===== src/design/ptq_pkg.sv =====
// Shared types and constants for the pointer tracker event queue.
// Depends on nothing; imported by the controller, datapath and top level.
`default_nettype none

package ptq_pkg;

    // Input operation codes
    localparam logic OP_MOTION = 1'b0;
    localparam logic OP_READ   = 1'b1;

    // Configuration register indexes
    localparam int CFG_IDX_W  = 3;
    localparam int CFG_DATA_W = 24;

    typedef enum logic [CFG_IDX_W-1:0] {
        CFG_BUTTON_MAP   = 3'd0,
        CFG_SCROLL_SWAP  = 3'd1,
        CFG_ACCELERATION = 3'd2,
        CFG_CLIP_MIN_X   = 3'd3,
        CFG_CLIP_MIN_Y   = 3'd4,
        CFG_CLIP_MAX_X   = 3'd5,
        CFG_CLIP_MAX_Y   = 3'd6
    } cfg_idx_t;

    // Configuration reset values
    localparam logic [23:0]        RST_BUTTON_MAP   = 24'hFAC688;
    localparam logic               RST_SCROLL_SWAP  = 1'b0;
    localparam logic [7:0]         RST_ACCELERATION = 8'd0;
    localparam logic signed [15:0] RST_CLIP_MIN_X   = 16'sd0;
    localparam logic signed [15:0] RST_CLIP_MIN_Y   = 16'sd0;
    localparam logic signed [15:0] RST_CLIP_MAX_X   = 16'sd1023;
    localparam logic signed [15:0] RST_CLIP_MAX_Y   = 16'sd767;

    // Commands from the controller to the datapath
    typedef struct packed {
        logic load;     // capture input payload
        logic accel;    // register accelerated deltas
        logic update;   // add, clamp, store state, push on button change
        logic rmem;     // read ring head, capture hit flag
        logic rout;     // load output register, advance read side
    } ptq_cmd_t;

    // Status from the datapath to the controller
    typedef struct packed {
        logic out_free; // output register empty or draining this cycle
    } ptq_sts_t;

endpackage

`default_nettype wire


===== src/design/ptq_ctrl.sv =====
// Sequencing state machine for the pointer tracker event queue.
// Depends on ptq_pkg for command and status types.
`default_nettype none

module ptq_ctrl (
    input  wire logic             clk,
    input  wire logic             rst_n,
    input  wire logic             in_valid,
    output logic                  in_ready,
    input  wire logic             op,
    input  wire ptq_pkg::ptq_sts_t sts,
    output ptq_pkg::ptq_cmd_t     cmd
);
    import ptq_pkg::*;

    typedef enum logic [4:0] {
        S_IDLE = 5'b00001,
        S_MACC = 5'b00010,
        S_MUPD = 5'b00100,
        S_RMEM = 5'b01000,
        S_ROUT = 5'b10000
    } state_t;

    state_t state_reg;
    state_t state_next;

    always_ff @(posedge clk or negedge rst_n)
    begin
        if (!rst_n)
        begin
            state_reg <= S_IDLE;
        end
        else
        begin
            state_reg <= state_next;
        end
    end

    always_comb
    begin
        state_next = state_reg;
        cmd        = '0;
        in_ready   = 1'b0;
        case (state_reg)
            S_IDLE:
            begin
                in_ready = 1'b1;
                if (in_valid)
                begin
                    cmd.load   = 1'b1;
                    state_next = (op == OP_READ) ? S_RMEM : S_MACC;
                end
            end
            S_MACC:
            begin
                cmd.accel  = 1'b1;
                state_next = S_MUPD;
            end
            S_MUPD:
            begin
                cmd.update = 1'b1;
                state_next = S_IDLE;
            end
            S_RMEM:
            begin
                cmd.rmem   = 1'b1;
                state_next = S_ROUT;
            end
            S_ROUT:
            begin
                // hold until the output register can take the result
                if (sts.out_free)
                begin
                    cmd.rout   = 1'b1;
                    state_next = S_IDLE;
                end
            end
            default:
            begin
                state_next = S_IDLE;
            end
        endcase
    end

endmodule

`default_nettype wire


===== src/design/ptq_dp.sv =====
// Datapath: configuration registers, pointer state, event ring and output register.
// Depends on ptq_pkg; driven by commands from ptq_ctrl.
`default_nettype none

module ptq_dp #(
    parameter int QUEUE_DEPTH = 16
) (
    input  wire logic                            clk,
    input  wire logic                            rst_n,
    input  wire ptq_pkg::ptq_cmd_t               cmd,
    output ptq_pkg::ptq_sts_t                    sts,
    input  wire logic                            cfg_we,
    input  wire logic [ptq_pkg::CFG_IDX_W-1:0]   cfg_index,
    input  wire logic [ptq_pkg::CFG_DATA_W-1:0]  cfg_data,
    input  wire logic signed [10:0]              delta_x,
    input  wire logic signed [10:0]              delta_y,
    input  wire logic [6:0]                      raw_buttons,
    input  wire logic [6:0]                      kbd_buttons,
    input  wire logic [31:0]                     time_ms,
    input  wire logic                            out_ready,
    output logic                                 out_valid,
    output logic signed [15:0]                   pos_x,
    output logic signed [15:0]                   pos_y,
    output logic [4:0]                           mapped_buttons,
    output logic [31:0]                          event_time,
    output logic                                 changed
);
    import ptq_pkg::*;

    localparam int PTR_W = $clog2(QUEUE_DEPTH);
    localparam logic [PTR_W-1:0] PTR_LAST = PTR_W'(QUEUE_DEPTH - 1);
    localparam logic [4:0] SCROLL_UP   = 5'd8;
    localparam logic [4:0] SCROLL_DOWN = 5'd16;

    typedef struct packed {
        logic [31:0]        cnt;
        logic [31:0]        tm;
        logic [6:0]         btn;
        logic signed [15:0] y;
        logic signed [15:0] x;
    } entry_t;

    // Accelerate one delta; magnitudes above five go through the multiplier.
    function automatic logic signed [19:0] accel_delta(
        input logic signed [10:0] d,
        input logic [7:0]         lvl
    );
        logic [10:0] mag;
        logic [7:0]  maxacc;
        logic [18:0] res;
        logic signed [19:0] sres;
        mag    = d[10] ? 11'(-d) : 11'(d);
        maxacc = (lvl < 8'd3) ? 8'd2 : lvl;
        if (mag == 11'd4)
        begin
            res = 19'd6 + 19'(lvl >> 2);
        end
        else if (mag == 11'd5)
        begin
            res = 19'd9 + 19'(lvl >> 1);
        end
        else if (mag > 11'd5)
        begin
            res = 19'(mag) * 19'(maxacc);
        end
        else
        begin
            res = 19'(mag);
        end
        sres = $signed({1'b0, res});
        if (lvl == 8'd0)
        begin
            accel_delta = 20'(d);
        end
        else
        begin
            accel_delta = d[10] ? -sres : sres;
        end
    endfunction

    // Clamp to [lo, hi]; the upper bound wins on an empty range.
    function automatic logic signed [15:0] clamp_pos(
        input logic signed [20:0] v,
        input logic signed [15:0] lo,
        input logic signed [15:0] hi
    );
        logic signed [20:0] t;
        logic signed [20:0] lo_w;
        logic signed [20:0] hi_w;
        lo_w = $signed({{5{lo[15]}}, lo});
        hi_w = $signed({{5{hi[15]}}, hi});
        t = v;
        if (t < lo_w)
        begin
            t = lo_w;
        end
        if (t >= hi_w)
        begin
            t = hi_w;
        end
        clamp_pos = t[15:0];
    endfunction

    function automatic logic [PTR_W-1:0] ptr_inc(input logic [PTR_W-1:0] p);
        ptr_inc = (p == PTR_LAST) ? '0 : p + 1'b1;
    endfunction

    // Configuration registers
    logic [23:0]        button_map_reg;
    logic               scroll_swap_reg;
    logic [7:0]         accel_reg;
    logic signed [15:0] clip_min_x_reg;
    logic signed [15:0] clip_min_y_reg;
    logic signed [15:0] clip_max_x_reg;
    logic signed [15:0] clip_max_y_reg;

    always_ff @(posedge clk or negedge rst_n)
    begin
        if (!rst_n)
        begin
            button_map_reg  <= RST_BUTTON_MAP;
            scroll_swap_reg <= RST_SCROLL_SWAP;
            accel_reg       <= RST_ACCELERATION;
            clip_min_x_reg  <= RST_CLIP_MIN_X;
            clip_min_y_reg  <= RST_CLIP_MIN_Y;
            clip_max_x_reg  <= RST_CLIP_MAX_X;
            clip_max_y_reg  <= RST_CLIP_MAX_Y;
        end
        else if (cfg_we)
        begin
            case (cfg_idx_t'(cfg_index))
                CFG_BUTTON_MAP:   button_map_reg  <= cfg_data;
                CFG_SCROLL_SWAP:  scroll_swap_reg <= cfg_data[0];
                CFG_ACCELERATION: accel_reg       <= cfg_data[7:0];
                CFG_CLIP_MIN_X:   clip_min_x_reg  <= cfg_data[15:0];
                CFG_CLIP_MIN_Y:   clip_min_y_reg  <= cfg_data[15:0];
                CFG_CLIP_MAX_X:   clip_max_x_reg  <= cfg_data[15:0];
                CFG_CLIP_MAX_Y:   clip_max_y_reg  <= cfg_data[15:0];
                default:          ;
            endcase
        end
    end

    // Captured input payload and accelerated deltas
    logic signed [10:0] dx_reg;
    logic signed [10:0] dy_reg;
    logic [6:0]         raw_reg;
    logic [6:0]         kbd_reg;
    logic [31:0]        time_reg;
    logic signed [19:0] ax_reg;
    logic signed [19:0] ay_reg;

    always_ff @(posedge clk)
    begin
        if (cmd.load)
        begin
            dx_reg   <= delta_x;
            dy_reg   <= delta_y;
            raw_reg  <= raw_buttons;
            kbd_reg  <= kbd_buttons;
            time_reg <= time_ms;
        end
        if (cmd.accel)
        begin
            ax_reg <= accel_delta(dx_reg, accel_reg);
            ay_reg <= accel_delta(dy_reg, accel_reg);
        end
    end

    // Pointer state and ring control
    logic signed [15:0] cur_x_reg;
    logic signed [15:0] cur_y_reg;
    logic [6:0]         cur_btn_reg;
    logic [31:0]        cur_time_reg;
    logic [31:0]        event_cnt_reg;
    logic [31:0]        last_cnt_reg;
    logic [PTR_W-1:0]   rd_ptr_reg;
    logic [PTR_W-1:0]   wr_ptr_reg;
    logic               full_reg;

    logic signed [15:0] new_x;
    logic signed [15:0] new_y;
    logic [31:0]        cnt_inc;
    logic [PTR_W-1:0]   wr_ptr_inc;
    logic               push;
    entry_t             push_entry;

    always_comb
    begin
        new_x = clamp_pos($signed({{5{cur_x_reg[15]}}, cur_x_reg}) + $signed({ax_reg[19], ax_reg}),
                          clip_min_x_reg, clip_max_x_reg);
        new_y = clamp_pos($signed({{5{cur_y_reg[15]}}, cur_y_reg}) + $signed({ay_reg[19], ay_reg}),
                          clip_min_y_reg, clip_max_y_reg);
        cnt_inc    = event_cnt_reg + 32'd1;
        wr_ptr_inc = ptr_inc(wr_ptr_reg);
        push       = cmd.update && !full_reg && (cur_btn_reg != raw_reg);
        push_entry.cnt = cnt_inc;
        push_entry.tm  = time_reg;
        push_entry.btn = raw_reg | kbd_reg;
        push_entry.y   = new_y;
        push_entry.x   = new_x;
    end

    // Ring storage, written and read in clocked blocks
    entry_t ring_mem [QUEUE_DEPTH];
    entry_t rd_data_reg;
    logic   rd_hit_reg;

    always_ff @(posedge clk)
    begin
        if (push)
        begin
            ring_mem[wr_ptr_reg] <= push_entry;
        end
        if (cmd.rmem)
        begin
            rd_data_reg <= ring_mem[rd_ptr_reg];
        end
    end

    // Read source selection and button remap
    entry_t      src;
    logic [4:0]  mapped;
    logic [2:0]  low_idx;

    always_comb
    begin
        if (rd_hit_reg)
        begin
            src = rd_data_reg;
        end
        else
        begin
            src.cnt = event_cnt_reg;
            src.tm  = cur_time_reg;
            src.btn = cur_btn_reg;
            src.y   = cur_y_reg;
            src.x   = cur_x_reg;
        end
        low_idx = src.btn[2:0];
        mapped  = {src.btn[4:3], button_map_reg[3*low_idx +: 3]};
        if (scroll_swap_reg)
        begin
            case (mapped)
                SCROLL_UP:   mapped = SCROLL_DOWN;
                SCROLL_DOWN: mapped = SCROLL_UP;
                default:     ;
            endcase
        end
    end

    always_ff @(posedge clk or negedge rst_n)
    begin
        if (!rst_n)
        begin
            cur_x_reg     <= '0;
            cur_y_reg     <= '0;
            cur_btn_reg   <= '0;
            cur_time_reg  <= '0;
            event_cnt_reg <= '0;
            last_cnt_reg  <= '0;
            rd_ptr_reg    <= '0;
            wr_ptr_reg    <= '0;
            full_reg      <= 1'b0;
            rd_hit_reg    <= 1'b0;
        end
        else
        begin
            if (cmd.update)
            begin
                cur_x_reg     <= new_x;
                cur_y_reg     <= new_y;
                cur_btn_reg   <= raw_reg | kbd_reg;
                cur_time_reg  <= time_reg;
                event_cnt_reg <= cnt_inc;
            end
            if (push)
            begin
                wr_ptr_reg <= wr_ptr_inc;
                full_reg   <= (wr_ptr_inc == rd_ptr_reg);
            end
            if (cmd.rmem)
            begin
                rd_hit_reg <= (rd_ptr_reg != wr_ptr_reg);
            end
            if (cmd.rout)
            begin
                full_reg     <= 1'b0;
                last_cnt_reg <= src.cnt;
                if (rd_hit_reg)
                begin
                    rd_ptr_reg <= ptr_inc(rd_ptr_reg);
                end
            end
        end
    end

    // Output register
    logic out_valid_reg;
    logic out_valid_next;

    always_comb
    begin
        out_valid_next = out_valid_reg;
        if (cmd.rout)
        begin
            out_valid_next = 1'b1;
        end
        else if (out_ready)
        begin
            out_valid_next = 1'b0;
        end
    end

    always_ff @(posedge clk or negedge rst_n)
    begin
        if (!rst_n)
        begin
            out_valid_reg <= 1'b0;
        end
        else
        begin
            out_valid_reg <= out_valid_next;
        end
    end

    always_ff @(posedge clk)
    begin
        if (cmd.rout)
        begin
            pos_x          <= src.x;
            pos_y          <= src.y;
            mapped_buttons <= mapped;
            event_time     <= src.tm;
            changed        <= (last_cnt_reg != event_cnt_reg);
        end
    end

    assign out_valid    = out_valid_reg;
    assign sts.out_free = !out_valid_reg || out_ready;

endmodule

`default_nettype wire


===== src/design/pointer_tracker_event_queue.sv =====
// Motion item: accepted, deltas accelerated in S_MACC, position stored in S_MUPD; the next
// item is taken once the controller is back in idle. Read item: ring read in S_RMEM after
// acceptance, result loaded in S_ROUT, later if the output register is still occupied.
// One item is handled at a time, set by the controller sequence: no new item is taken
// before the last one is done. Reset (rst_n low, asynchronous) restores config defaults,
// zeroes state and pointers; ring is not cleared.
`default_nettype none

module pointer_tracker_event_queue #(
    parameter int QUEUE_DEPTH = 16
) (
    input  wire logic                            clk,
    input  wire logic                            rst_n,
    // input item channel
    input  wire logic                            in_valid,
    output logic                                 in_ready,
    input  wire logic                            op,
    input  wire logic signed [10:0]              delta_x,
    input  wire logic signed [10:0]              delta_y,
    input  wire logic [6:0]                      raw_buttons,
    input  wire logic [6:0]                      kbd_buttons,
    input  wire logic [31:0]                     time_ms,
    // result channel
    output logic                                 out_valid,
    input  wire logic                            out_ready,
    output logic signed [15:0]                   pos_x,
    output logic signed [15:0]                   pos_y,
    output logic [4:0]                           mapped_buttons,
    output logic [31:0]                          event_time,
    output logic                                 changed,
    // configuration write channel
    input  wire logic                            cfg_valid,
    output logic                                 cfg_ready,
    input  wire logic [ptq_pkg::CFG_IDX_W-1:0]   cfg_index,
    input  wire logic [ptq_pkg::CFG_DATA_W-1:0]  cfg_data
);
    import ptq_pkg::*;

    ptq_cmd_t cmd;
    ptq_sts_t sts;

    // Configuration writes are always accepted; indexes past the list are dropped.
    assign cfg_ready = 1'b1;

    // Controller: one item at a time. A motion transfer walks accelerate then update;
    // a read transfer walks ring read then output load, holding there while the
    // previous result is still waiting to be taken.
    ptq_ctrl u_ctrl (
        .clk      (clk),
        .rst_n    (rst_n),
        .in_valid (in_valid),
        .in_ready (in_ready),
        .op       (op),
        .sts      (sts),
        .cmd      (cmd)
    );

    // Datapath: clip-rectangle arithmetic, event ring, button remap and the
    // output register that decouples the result side from the input side.
    ptq_dp #(
        .QUEUE_DEPTH (QUEUE_DEPTH)
    ) u_dp (
        .clk            (clk),
        .rst_n          (rst_n),
        .cmd            (cmd),
        .sts            (sts),
        .cfg_we         (cfg_valid && cfg_ready),
        .cfg_index      (cfg_index),
        .cfg_data       (cfg_data),
        .delta_x        (delta_x),
        .delta_y        (delta_y),
        .raw_buttons    (raw_buttons),
        .kbd_buttons    (kbd_buttons),
        .time_ms        (time_ms),
        .out_ready      (out_ready),
        .out_valid      (out_valid),
        .pos_x          (pos_x),
        .pos_y          (pos_y),
        .mapped_buttons (mapped_buttons),
        .event_time     (event_time),
        .changed        (changed)
    );

endmodule

`default_nettype wire


===== config.mk =====
export PLATFORM = sky130hd
export DESIGN_NAME = pointer_tracker_event_queue
export DESIGN_NICKNAME = d
export VERILOG_FILES = /design/src/design/ptq_pkg.sv /design/src/design/ptq_ctrl.sv /design/src/design/ptq_dp.sv /design/src/design/pointer_tracker_event_queue.sv
export SDC_FILE = /design/constraint.sdc
export NUM_CORES = 2
export LEC_CHECK = 0
export BUFFER_PORTS_ARGS = -buffer_cell sky130_fd_sc_hd__buf_2
export CAP_MARGIN = 20
export CORE_MARGIN = 4
export CORE_UTILIZATION = 35
export CTS_BUF_LIST = sky130_fd_sc_hd__clkbuf_8
export DETAILED_ROUTE_END_ITERATION = 7
export PLACE_DENSITY = 0.56
export SYNTH_ARGS = -nofsm -noshare
export SYNTH_HDL_FRONTEND = slang
export SYNTH_SLANG_ARGS = --single-unit

===== constraint.sdc =====
create_clock -name clk -period 16.9 [get_ports clk]
set_input_delay 4.225 -clock clk [delete_from_list [all_inputs] [get_ports clk]]
set_output_delay 4.225 -clock clk [all_outputs]
set_load 0.02 [all_outputs]

==> reports/metrics.cfg <==
[power]
seq_power_share = 0.375
power.internal_w = 0.01244
peakVddDrop_uv = 244.0
pwr-share-comb = 0.403
leakage_nw = 36.68
switching_share = 0.3644
clockPowerShare = 0.222
p_per_area_nw_per_um2 = 184.6
switchingPower_w = 0.007131

[setup_path]
crit_top_cell = mux2_2
critical_path.max_stage_delay_ns = 0.62
slowest_stage = nor4b_1
crit_path_end_kind = flip-flop
cp.required_ns = 17.66
critPathKind = reg2reg
start_kind = flip-flop
cp_max_fo = 17
arrival_ns = 9.30

[route]
firstDrtPassIters = 6
ant_nets = 0
drt-wirelength-per-cell_microns = 25.47
vias = 49728
totalWireLength_mm = 242.8
viasPerCell = 5.217
drt-initial-drc-count = 4174
drc = 0

[grt]
grt_pass1_wl_mm = 356.6
grt_pass1_vias = 51978
grt_antenna_before_repair = 17
gr-usage-met3 = 0.02492
grt_overflow = 0
grtUsageMet1 = 0.2446
grtUsageTotal = 0.1728
grt_max_degree = 153
grtUsageMet2 = 0.2806
grt-busiest-layer = met2

[synth]
yosys.area.top_type = edfxtp_1
yosysMostFrequentCell = edfxtp_1
synth_flop_cell = edfxtp_1
syn-cell-area_sq_um = 93750
synth_top_area_frac = 0.6070
syn_nets = 5733
ys_types = 91
syn_area_per_cell_sq_um = 17.67
seq_area_frac_synth = 0.6736
async_flop_share = 0.1157
synthTopCellsByArea = edfxtp_1 (61%), mux4_2 (12%), dfrtp_1 (5.8%)
syn-instance-count = 5307
synth_seq_cells = 2143
synth_commonest_cells = edfxtp_1 (1,895), mux4_2 (513), nand2_1 (308)
synth_enable_flop_cells = 1895
yosys_warnings = 0

[run_status]
outcome = completed

[sta]
max-slew-margin-rel = 0.2571
fmax_mhz = 117.1
worst_pin_slew_ns = 1.114
tns_ns = 0
min_period_ns = 8.543
post-route-period-util = 0.5055
hold_viol_final = 0
holdWs_ns = 0.4683
maxSlewViolCount = 0
setup_violations = 0
skew_ns = 0.06412
rsz0062_at_grt = false

[clock_tree]
cts_hold_buf = 0
postCtsSetupRepairBufs = 0
cts_tree = done
cts_resized = 0
cts-root-buf = clkbuf_8
clock_latency_ns = 0.95
clock_sinks = 2143
clk_pin_slew_ns = 0.06
cts_buffer_depth = 4
cts_inserted_buffers = 360
htreeDepth = 5

[floorplan]
num_rows = 189
die_h_microns = 525.6
start_util = 0.3527
die_area_sq_um = 276200
coreArea_sq_um = 265800
die-width_microns = 525.6
ioPinCount = 174

[cells_and_area]
area_growth_pct = 13.07
fin_area_sq_um = 106000
drive_gt1_frac = 0.2673
fill_cells = 24156
largest_reg_flops = 1616
final_util = 0.3988
final_nets = 6130

[place]
portBuffers = 172
placed_area_sq_um = 99070
place_hpwl_mm = 136.5
gp_congestion = 0.8600

[job]
maxCapViolCount = 0

[min_path]
holdCritPathClass = reg2reg

==> final timing paths <==
check	depth (start not counted)	to	slack (ns)	startpoint
max in group asynchronous	3	u_dp.rd_ptr_reg[0]$_DFFE_PN0P_	11.17	rst_n
setup / recovery	31	u_dp.cur_y_reg[12]$_DFFE_PN0N_	8.36	u_dp.cur_y_reg[0]$_DFFE_PN0N_
min in group asynchronous	1	u_dp.clip_min_y_reg[9]$_DFFE_PN0P_	3.41	rst_n
setup reg to reg	31	u_dp.cur_y_reg[12]$_DFFE_PN0N_	8.36	u_dp.cur_y_reg[0]$_DFFE_PN0N_
hold / removal	2	u_dp.cur_time_reg[25]$_DFFE_PN0N_	0.47	u_dp.cur_time_reg[25]$_DFFE_PN0N_
hold reg to reg	2	u_dp.cur_time_reg[25]$_DFFE_PN0N_	0.47	u_dp.cur_time_reg[25]$_DFFE_PN0N_
==> layer usage <==
layer	share of wire	wire length [microns]
met5	0	0
met4	0.022	5397
met3	0.050	12230
met2	0.48	116500
met1	0.45	108600
==> logic make-up (layout without fill, tap and decap cells) <==
family                     Yosys count  count (layout)  share of synthesized area
other                                1               6                 0.00004000
AOI/OAI and AO/OA                  445             445                    0.03075
adders and majority gates          325             325                    0.05218
buffers and inverters              499            1186                    0.02033
muxes                              809             809                     0.1581
xor gates and xnor gates           212             212                    0.01988
DFF                               2143            2143                     0.6736
and+or+nand+nor                    873             873                    0.04511
==> power by group through the flow <==
stage                     Clock [W]  Sequential (W)  Combinational, W
after global placement            0         0.00743           0.00766
final                       0.00434         0.00733           0.00789
after detailed placement          0         0.00744           0.00780
after global routing        0.00472         0.00737           0.00883
after floorplan                   0         0.00728           0.00580
after CTS                   0.00448         0.00734           0.00789
==> layout make-up <==
class	instances	area (sq um)	area share
sequential	2143	63170	0.5959
multi-input combinational	2665	28880	0.2724
clock buffer	397	5464	0.05154
tap	3533	4420	0.04170
timing repair buffer	291	1867	0.01761
clock inverter	255	1277	0.01205
inverter	243	919.6	0.008675
antenna	5	12.51	0.0001180
==> layout by cell type, fill, tap and decap left out, types with 24 or more instances in the layout <==
cell         n
edfxtp_1  1895
mux2i_1     47
nor2b_1     54
and2_1      48
nand2b_1    34
o21ai_0    139
nand4_1     26
buf_2      171
nand2_1    308
mux2_2     247
nor2_1     186
xnor2_1    141
dfrtp_1    211
mux4_2     513
ha_1       215
inv_1      398
clkinv_1    48
a21oi_1     82
clkbuf_8   397
dfstp_2     32
a21o_1      42
xor2_1      70
nand3_1     42
clkinv_2    27
fa_1       110
nor3_1      36
o21a_1      24
and3_1      31
buf_4      112
==> critical path, delay by kind of cell (launching register included) <==
| family | cells | cell delay, ns |
|---|---|---|
| AOI/OAI and AO/OA | 14 | 2.57 |
| adders and majority gates | 4 | 1.23 |
| buffers and inverters | 3 | 0.75 |
| DFF | 1 | 0.39 |
| muxes | 4 | 1.50 |
| and+or+nand+nor | 6 | 1.95 |
==> through the flow <==
stage / total power [W] / cells / worst slack (ns)
global route: 0.02092 / 9529 / 8.014
CTS: 0.01971 / 9508 / 8.467
global placement: 0.01509 / 8854 / 8.523
floorplan: 0.01308 / 5307 / 7.758
finish: 0.01957 / 9532 / 8.357
detailed placement: 0.01523 / 8856 / 8.523
Power figures use the tool's default switching activity.
